File: src/hdl/assert_macros.svh
// assertion macros shared by the flash page log rtl
// no dependencies; define NO_ASSERTIONS to compile them out
`ifndef ASSERT_MACROS_SVH
`define ASSERT_MACROS_SVH
`ifndef NO_ASSERTIONS
`define ASSERT_ALWAYS(label, clk, rst, prop, msg) \
   label: assert property (@(posedge clk) disable iff (rst) prop) else $error(msg);
`define ASSERT_NEXT(label, clk, rst, ante, cons, msg) \
   label: assert property (@(posedge clk) disable iff (rst) ante |=> cons) else $error(msg);
`else
`define ASSERT_ALWAYS(label, clk, rst, prop, msg)
`define ASSERT_NEXT(label, clk, rst, ante, cons, msg)
`endif
`endif

File: src/hdl/fpcl_pkg.sv
// shared constants, types and helpers for the flash page config log
// no dependencies
package fpcl_pkg;

   localparam int WORDS_PER_PAGE = 256;
   localparam int NUM_SLOTS      = 4;

   localparam int IDX_W     = $clog2(WORDS_PER_PAGE);
   localparam int SLOT_W    = (NUM_SLOTS > 1) ? $clog2(NUM_SLOTS) : 1;
   localparam int ADDR_W    = SLOT_W + IDX_W;
   localparam int MEM_DEPTH = NUM_SLOTS * (2 ** IDX_W);
   localparam int REC_W     = 8;
   localparam int FIELD_W   = 2;

   typedef logic [IDX_W-1:0]  idx_type;
   typedef logic [SLOT_W-1:0] slot_type;
   typedef logic [ADDR_W-1:0] addr_type;
   typedef logic [REC_W-1:0]  rec_type;
   typedef logic [REC_W:0]    word_type;

   // bit 8 set marks an erased word
   localparam word_type ERASED_WORD = {1'b1, {REC_W{1'b0}}};

   typedef enum logic {
      OP_READ  = 1'b0,
      OP_WRITE = 1'b1
   } op_type;

   typedef struct packed {
      logic clear;
      logic step;
   } ctr_cmd_type;

   typedef struct packed {
      idx_type idx;
      logic    last;
   } ctr_stat_type;

   function automatic slot_type clamp_slot(input logic [1:0] s);
      slot_type r;
      if (32'(s) >= NUM_SLOTS) begin
         r = SLOT_W'(NUM_SLOTS - 1);
      end else begin
         r = SLOT_W'(s);
      end
      return r;
   endfunction

endpackage

File: src/hdl/fpcl_word_ctr.sv
// shared word index unit: one counter and end-of-page compare reused by the
// clearing pass, the page scan and the erase sweep; depends on fpcl_pkg
`include "assert_macros.svh"
module fpcl_word_ctr (
   input  logic                   clock,
   input  logic                   reset,
   input  fpcl_pkg::ctr_cmd_type  ctr_cmd,
   output fpcl_pkg::ctr_stat_type ctr_stat
);

   fpcl_pkg::idx_type idx_ff;
   fpcl_pkg::idx_type idx_in;
   logic              last;

   assign last = (idx_ff == fpcl_pkg::IDX_W'(fpcl_pkg::WORDS_PER_PAGE - 1));

   always_comb begin
      priority if (ctr_cmd.clear) begin
         idx_in = '0;
      end else if (ctr_cmd.step) begin
         // wrap at the page end so any page size works
         idx_in = last ? '0 : idx_ff + 1'b1;
      end else begin
         idx_in = idx_ff;
      end
   end

   always_ff @(posedge clock) begin
      if (reset) begin
         idx_ff <= '0;
      end else begin
         idx_ff <= idx_in;
      end
   end

   assign ctr_stat.idx  = idx_ff;
   assign ctr_stat.last = last;

   `ASSERT_NEXT(a_wrap, clock, reset, ctr_cmd.step && !ctr_cmd.clear && last, idx_ff == '0, "index did not wrap at page end")
   `ASSERT_NEXT(a_clear, clock, reset, ctr_cmd.clear, idx_ff == '0, "index not cleared")
   `ASSERT_NEXT(a_hold, clock, reset, !ctr_cmd.clear && !ctr_cmd.step, $stable(idx_ff), "index moved while idle")

endmodule

File: config.mk
export PLATFORM = sky130hd
export DESIGN_NAME = fpcl_word_ctr
export DESIGN_NICKNAME = d
export VERILOG_FILES = /design/src/hdl/fpcl_pkg.sv /design/src/hdl/fpcl_word_ctr.sv
export VERILOG_INCLUDE_DIRS = /design/src /design/src/hdl
export SDC_FILE = /design/constraint.sdc
export NUM_CORES = 1
export LEC_CHECK = 0
export BUFFER_PORTS_ARGS = -buffer_cell sky130_fd_sc_hd__buf_2
export CAP_MARGIN = 0
export CORE_AREA = 4 4 41 43
export CTS_BUF_LIST = sky130_fd_sc_hd__clkbuf_4 sky130_fd_sc_hd__clkbuf_8
export DETAILED_ROUTE_END_ITERATION = 7
export DIE_AREA = 0 0 45 47
export PLACE_DENSITY = 0.49
export SETUP_SLACK_MARGIN = 0.05
export SYNTH_ARGS = -nofsm -noshare
export SYNTH_HDL_FRONTEND = slang
export SYNTH_SLANG_ARGS = --single-unit
File: constraint.sdc
create_clock -name clock -period 1.91 [get_ports clock]
set_input_delay 0.0955 -clock clock [delete_from_list [all_inputs] [get_ports clock]]
set_output_delay 0.0955 -clock clock [all_outputs]
set_load 0.02 [all_outputs]
**After elaboration in Yosys (flattened, before gate mapping)**

Index checks and enable logic that the tools add are counted.

- Register bits after elaboration: 8
- Input port bits: 4
- Output and inout port bits: 9
- Logic and storage cells: 5

- Add/sub/neg operators: 1
- Eq/ne operators: 1
- Muxes and demuxes: 1
- Reductions and logical operators: 1

Operator list:

| operator | count |
|---|---|
| adder 8 x 1 -> 8 bit, second input constant | 1 |
| equality test 8 bit, second input constant | 1 |
| 2-to-1 mux 8 bit | 1 |
| OR reduction 2 bit | 1 |

**Depth between registers and ports, before layout**

Gate-level depths: netlist of the first run.

- Depth in word-level cells: 2
- Mapped depth: 4
- Gate-level depth less buffers: 4

**Least setup slack after synthesis of the first run**

OpenSTA, ideal clock, no wires.

- Path type: register -> register
- Start: reg idx_ff[0]
- End: reg idx_ff[7]
- Library setup time: 116 ps
- Arrival time: 1274 ps
- Data required time: 1794 ps
- Setup slack: 520 ps
- Stages on the path, launching flop included: 5
- Buffers on the path: 0
- Period minus slack after synthesis: 1390 ps
- Cell sequence: dfxtp_1 > ha_1 > nand3_1 > a211o_1 > and3_1

- Cells in the longest elaborated chain, start to end: 2
- Elaborated cells between the ends (all ways): 3
- Those cells by class: add/sub: 1; eq/ne: 1; mux: 1

Ends and longest elaborated chain:

| item | RTL line | text |
|---|---|---|
| from (decl) | fpcl_word_ctr.sv:11 | `fpcl_pkg::idx_type idx_ff;` |
| from (signal assigned) | fpcl_word_ctr.sv:32 | `idx_ff <= idx_in;` |
| adder 8 x 1 -> 8 bit / equality test 8 bit (equally long branches) | fpcl_word_ctr.sv:22, fpcl_word_ctr.sv:15 |  |
| 2-to-1 mux 8 bit * | fpcl_word_ctr.sv:22 | `idx_in = last ? '0 : idx_ff + 1'b1;` |

Every way passes the cells marked *; elsewhere a longest branch is shown, timed or not.
A chain may end at the register's enable or synchronous reset.

==> results of run 1 <==
==> final cells by class <==
cell class	instances	area (sq um)	share of cell area, %
timing repair buffer	12	60.1	12.8
multi-input combinational	33	205	43.6
inverter	1	3.75	0.798
sequential	8	160	34.0
clock buffer	3	22.5	4.79
tap	15	18.8	3.99
==> cells in the final DEF (no fill, tap or decap) <==
cell,Yosys,routed
inv_1,1,1
o21ai_0,3,3
ha_1,1,1
nand4_2,1,1
a21oi_1,2,2
nand3_1,2,2
clkbuf_4,0,3
dfxtp_1,8,8
nor3_1,1,1
nand2_1,3,3
o22ai_1,1,1
a211o_1,1,1
nand2b_1,1,1
nand3b_1,1,1
o31ai_1,1,1
and3_1,1,1
or2_2,1,1
mux2i_1,1,1
or3_1,2,2
xor2_1,3,3
buf_2,1,12
nand4_1,2,2
nor2_1,5,5
==> worst max-delay path: stages (launching register included) <==
cell	delay (ns)
dfxtp_1	0.43
nand4_1	0.20
nor3_1	0.29
buf_2	0.22
==> routing by layer <==
| layer | part of all wire, % | wire, microns | track usage [%] | vias up |
|---|---|---|---|---|
| met3 | 7.4 | 57 | 5.75 | 2 |
| met5 | 0 | 0 | 0 | - |
| met2 | 43 | 336 | 13.3 | 12 |
| li1 | - | - | - | 184 |
| met4 | 1.3 | 10 | 3.51 | 0 |
| met1 | 48 | 370 | 11.0 | 157 |
==> metrics by stage <==
stage / util [%] / cell area [sq um] / worst slack, ns / hold WS [ns] / total power (uW)
final: 36.2 / 470 / 0.424 / 0.167 / 318
after global routing: 36.2 / 470 / 0.264 / 0.178 / 336
after CTS: 36.2 / 470 / 0.417 / 0.162 / 325
after detailed placement: 34.4 / 448 / 0.586 / 0.431 / 191
after global placement: 34.4 / 448 / 0.620 / 0.422 / 191
after floorplan: - / 382 / 0.520 / 0.291 / 185
==> logic make-up (layout without fill, tap and decap cells) <==
logic type                 Yosys count  after routing  share of synthesized area (%)
AOI/OAI and AO/OA                    8              8                           12.5
xor gates and xnor gates             3              3                           6.89
adders and majority gates            1              1                           3.28
buffers and inverters                3             16                           4.26
DFF                                  8              8                           42.0
muxes                                1              1                           2.62
and+or+nand+nor                     20             20                           28.5
==> how the worst min path moves through the flow <==
stage / from / to / slack [ns] / depth (start not counted)
2_1_floorplan: reset / idx_ff[5] / 0.29 / 3
3_3_place_gp: reset / idx_ff[7] / 0.42 / 3
3_5_place_dp: reset / idx_ff[7] / 0.43 / 3
4_1_cts: reset / idx_ff[7] / 0.16 / 3
5_1_grt: reset / idx_ff[7] / 0.18 / 3
6_report: reset / idx_ff[0] / 0.17 / 4
==> power groups by stage <==
stage / Sequential (uW) / Clock [uW] / Combinational, uW
floorplan: 175 / 0 / 9.53
global placement: 174 / 0 / 17.1
detailed placement: 174 / 0 / 17.1
CTS: 170 / 138 / 17.2
global route: 170 / 146 / 19.1
finish: 170 / 131 / 16.8
==> flow_metrics.py, run 1 <==
metrics = {
    "cts": {
        "cts_buffer_depth": 2,
        "cts_setup_buffers": 0,
        "cts_root_buf": "clkbuf_4",
        "clk_latency_ns": 0.26,
        "postCtsResizedCells": 0,
        "cts-buffers-inserted": 3,
        "cts.sinks": 8,
        "hold_buffers": 0,
        "clkTransAtPathRegs_ns": 0.06,
        "ctsHtreeMaxLevel": 1,
        "cts_tree": "yes",
    },
    "logic_synthesis": {
        "syn_inst": 44,
        "netlist_area_sq_um": 382,
        "synth_area_leaders": "dfxtp_1 (42%), xor2_1 (6.9%), nor2_1 (4.9%), o21ai_0 (3.9%), ha_1 (3.3%)",
        "seq_area_frac_synth_pct": 42.0,
        "synth_commonest_cells": "dfxtp_1 (8), nor2_1 (5), nand2_1 (3), o21ai_0 (3), xor2_1 (3)",
        "synth_top_area_share_pct": 42.0,
        "synth.most_common_cell": "dfxtp_1",
        "avgSynthCellArea_sq_um": 8.67,
        "ys_warn_count": 0,
        "synth_nets": 49,
        "ys.flop_type": "dfxtp_1",
        "yosys.area.top_type": "dfxtp_1",
        "synth-seq-cells": 8,
        "ys_types": 23,
        "synthArstFlopShare_pct": 0,
        "synth-edff-count": 0,
    },
    "grt": {
        "first_global_vias": 308,
        "grt_max_degree": 8,
        "overflow": 0,
        "grt_pass1_wl_microns": 1320,
        "grt_antenna_before_repair": 0,
        "track_usage_pct": 9.19,
    },
    "power": {
        "seqPwrFrac_pct": 53.5,
        "p_clk_share_pct": 41.2,
        "combPwrFrac_pct": 5.3,
        "p_per_area_nw_per_um2": 676,
        "switching_power_uw": 70.3,
        "ir_worst_vdd_uv": 283,
        "p_int_uw": 248,
        "swShare_pct": 22.1,
        "p_leak_uw": 0.000208,
    },
    "final_layout": {
        "n_antenna_cell": 0,
        "drive_gt1_share_pct": 29.8,
        "nets": 64,
        "largest_reg_flops": 8,
        "fill_cells": 152,
        "reg.largest.list": "idx_ff (8)",
        "largest-register": "idx_ff",
        "instances_no_fill": 72,
        "area.growth.synth_to_final_pct": 23.3,
    },
    "sta": {
        "clock-skew-final_ns": 0.00674,
        "clock.fmax_mhz": 673,
        "post-route-min-period_ns": 1.49,
        "slew_violations": 0,
        "worst_pin_slew_ns": 0.296,
        "rsz0062_at_grt": "false",
        "finalSetupViolCount": 0,
        "maxSlewHeadroom_pct": 80.1,
        "tns_ns": 0,
        "hold_viol": 0,
        "finalCritPeriodShare_pct": 77.8,
    },
    "die": {
        "rows": 13,
        "die-area_sq_um": 2120,
        "pin_count": 13,
        "die_y_microns": 47,
        "die_w_microns": 45,
        "coreArea_sq_um": 1300,
        "initial_core_util_pct": 29.3,
    },
    "place": {
        "place_hpwl_microns": 618,
        "port_buffers": 12,
        "placed_cells": 69,
        "place_congestion": 0.641,
    },
    "critical_path": {
        "worstSetupEndpoint": "ctr_stat[0]",
        "arrival_ns": 1.39,
        "worstSetupPathType": "flop to output port",
        "critPathLaunchType": "flop",
        "crit_path_start": "idx_ff[3]",
        "required_ns": 1.81,
        "endpoint_kind": "output port",
        "path_max_fanout": 6,
        "r2r_slack_ns": 0.58,
        "r2r_start": "idx_ff[0]",
        "reg2reg_to": "idx_ff[7]",
        "rr_worst_depth": 4,
    },
    "drt": {
        "vias": 355,
        "first_iter_violations": 8,
        "dr.pass1.iters": 2,
        "drt-total-wl_microns": 774,
        "antenna_left": 0,
        "drc": 0,
        "wl_per_cell_microns": 10.8,
        "viasPerCell": 4.93,
    },
    "flow_run": {
        "drv_cap": 0,
    },
    "outcome": {
        "outcome": "completed",
    },
    "worst_hold_path": {
        "hold_path.class": "input port to flop",
    },
}
No activity file was read; power rests on OpenSTA's default activity.
==> inputs of run 2 (changes only) <==
ABC_AREA = 1   (was unset)
PLACE_DENSITY = 0.51   (was 0.49)
clock period = 1.48 ns   (was 1.91 ns; I/O delays follow)
==> run 2 against run 1 <==
  * Sequential power grew 29%
  * Routed wire length increased by 14%
  * Critical path depth grew 1
  * Combinational power up 46%
  * Synthesized cell count up 32%
  * Die area unchanged
  * Area after synthesis is 7.5% higher
  * Power increased by 32%
  * Cell area increased by 9.3%
  * Cell count grew 21%
  * Critical path type unchanged
==> flow_metrics.py, run 2 <==
metrics = {
    "cts": {
        "cts.sinks": 8,
        "cts_buffer_depth": 2,
        "clkTransAtPathRegs_ns": 0.06,
        "ctsHtreeMaxLevel": 1,
        "cts-buffers-inserted": 3,
        "cts_setup_buffers": 0,
        "cts_root_buf": "clkbuf_4",
        "clk_latency_ns": 0.26,
        "cts_tree": "yes",
    },
    "drt": {
        "viasPerCell": 4.59,
        "drc": 0,
        "vias": 399,
        "dr.pass1.iters": 4,
        "first_iter_violations": 7,
        "wl_per_cell_microns": 10.1,
        "antenna_left": 0,
        "drt-total-wl_microns": 879,
    },
    "critical_path": {
        "required_ns": 1.41,
        "rr_worst_depth": 6,
        "worstSetupPathType": "flop to output port",
        "critPathLaunchType": "flop",
        "path_max_fanout": 4,
        "arrival_ns": 1.27,
        "endpoint_kind": "output port",
    },
    "power": {
        "ir_worst_vdd_uv": 624,
        "p_leak_uw": 0.000220,
        "total_power_uw": 419,
        "p_per_area_nw_per_um2": 815,
    },
    "final_layout": {
        "area.growth.synth_to_final_pct": 25.3,
        "reg.largest.list": "idx_ff (8)",
        "largest_reg_flops": 8,
        "layout_commonest_cell": "nand2_1",
        "largest-register": "idx_ff",
        "multi_input_area_sq_um": 226,
        "n_antenna_cell": 0,
        "nets": 79,
        "layout_common_cells": "nand2_1 (18), buf_2 (11), nor2_1 (8)",
        "drive_gt1_share_pct": 31.9,
        "area.sequential_sq_um": 161,
        "fill_cells": 143,
    },
    "sta": {
        "clock-skew-final_ns": 0.00410,
        "timing.hold.ws_ns": 0.0949,
        "maxSlewHeadroom_pct": 85.6,
        "finalCritPeriodShare_pct": 91.0,
        "clock.fmax_mhz": 743,
        "finalSetupViolCount": 0,
        "worst_pin_slew_ns": 0.215,
        "hold_viol": 0,
        "post-route-min-period_ns": 1.35,
        "tns_ns": 0,
        "rsz0062_at_grt": "false",
        "slew_violations": 0,
    },
    "die": {
        "coreArea_sq_um": 1300,
        "die_w_microns": 45,
        "rows": 13,
        "die-area_sq_um": 2120,
        "initial_core_util_pct": 31.5,
        "die_y_microns": 47,
        "pin_count": 13,
    },
    "logic_synthesis": {
        "seq_area_frac_synth_pct": 39.0,
        "avgSynthCellArea_sq_um": 7.08,
        "synthArstFlopShare_pct": 0,
        "syn_inst": 58,
        "synth_nets": 63,
        "yosys.area.top_type": "dfxtp_1",
        "synth-edff-count": 0,
        "ys_warn_count": 0,
        "synth.most_common_cell": "nand2_1",
        "netlist_area_sq_um": 410,
        "ys_types": 15,
        "synth_area_leaders": "dfxtp_1 (39%), nand2_1 (16%), nor2_4 (8.2%), nor2_1 (7.3%), nand3_1 (4.9%)",
        "synth_top_area_share_pct": 39.0,
        "ys.flop_type": "dfxtp_1",
        "synth-seq-cells": 8,
        "synth_commonest_cells": "nand2_1 (18), dfxtp_1 (8), nor2_1 (8), inv_1 (5), nand3_1 (4)",
    },
    "grt": {
        "first_global_vias": 338,
        "grt_max_degree": 7,
        "grt_antenna_before_repair": 0,
        "track_usage_pct": 10.1,
        "grt_pass1_wl_microns": 1440,
        "overflow": 0,
    },
    "worst_hold_path": {
        "holdPathStages": 4,
        "hold_path.class": "input port to flop",
    },
    "place": {
        "place_hpwl_microns": 684,
        "place_congestion": 0.760,
        "port_buffers": 12,
    },
    "outcome": {
        "outcome": "completed",
    },
    "flow_run": {
        "drv_cap": 0,
    },
}
-- run 2: cell types whose count changed after synthesis, sizes merged, moves of 3 or more --
cell and delta:
nand2 +16, o21ai -3, xor2 -3, nor2 +7, inv +5, nand4 -3
-- run 2: final cells by class --
cell class / count / area share (%)
clock buffer: 3 / 4.38
inverter: 6 / 4.38
multi-input combinational: 43 / 44.0
sequential: 8 / 31.4
tap: 15 / 3.65
timing repair buffer: 12 / 12.2
-- run 2: worst max-delay path: stages (launching register included) --
cell     delay [ns]
dfxtp_1        0.36
ha_1           0.18
nand2_1        0.13
nor4_2         0.16
buf_4          0.18
-- run 2: kinds of logic after synthesis --
logic type / count (synthesis) / synth area share, %
AOI/OAI and AO/OA: 3 / 3.66
DFF: 8 / 39.0
buffers and inverters: 7 / 7.32
adders and majority gates: 1 / 3.05
and+or+nand+nor: 37 / 42.7
xor gates and xnor gates: 2 / 4.27
-- run 2: what timing repair did --
action,in CTS,in global routing
endpoints found under the setup margin,1,1
gates resized for setup,1,2
hold buffers,0,0
-- run 2: final timing paths --
check / from / endpoint / slack [ns]
min: reset / idx_ff[6] / 0.09
min reg2reg: idx_ff[1] / idx_ff[1] / 0.49
max reg2reg: idx_ff[1] / idx_ff[0] / 0.30
max: idx_ff[1] / ctr_stat[0] / 0.13
-- run 2: metal layers --
layer / routed length, microns / global-route usage, %
met1: 403 / 12.2
met2: 374 / 13.0
met3: 89 / 8.43
met4: 11 / 3.51
met5: 0 / 0
-- run 2: power by group --
part / switching, uW / internal [uW] / total [uW] / leakage (uW)
sequential: 2.26 / 218 / 220 / 0.0000650
clock: 81.2 / 93.3 / 175 / 0.0000138
combinational: 15.6 / 9.00 / 24.6 / 0.000141
-- run 2: stage by stage --
stage	utilization (%)	cell area [sq um]	worst slack (ns)	cells
2_1_floorplan	-	410	0.234	58
3_3_place_gp	37.0	482	0.304	84
5_1_grt	39.5	514	0.0667	87
4_1_cts	38.8	505	0.0849	87
3_5_place_dp	37.0	482	0.284	84
6_report	39.5	514	0.133	87
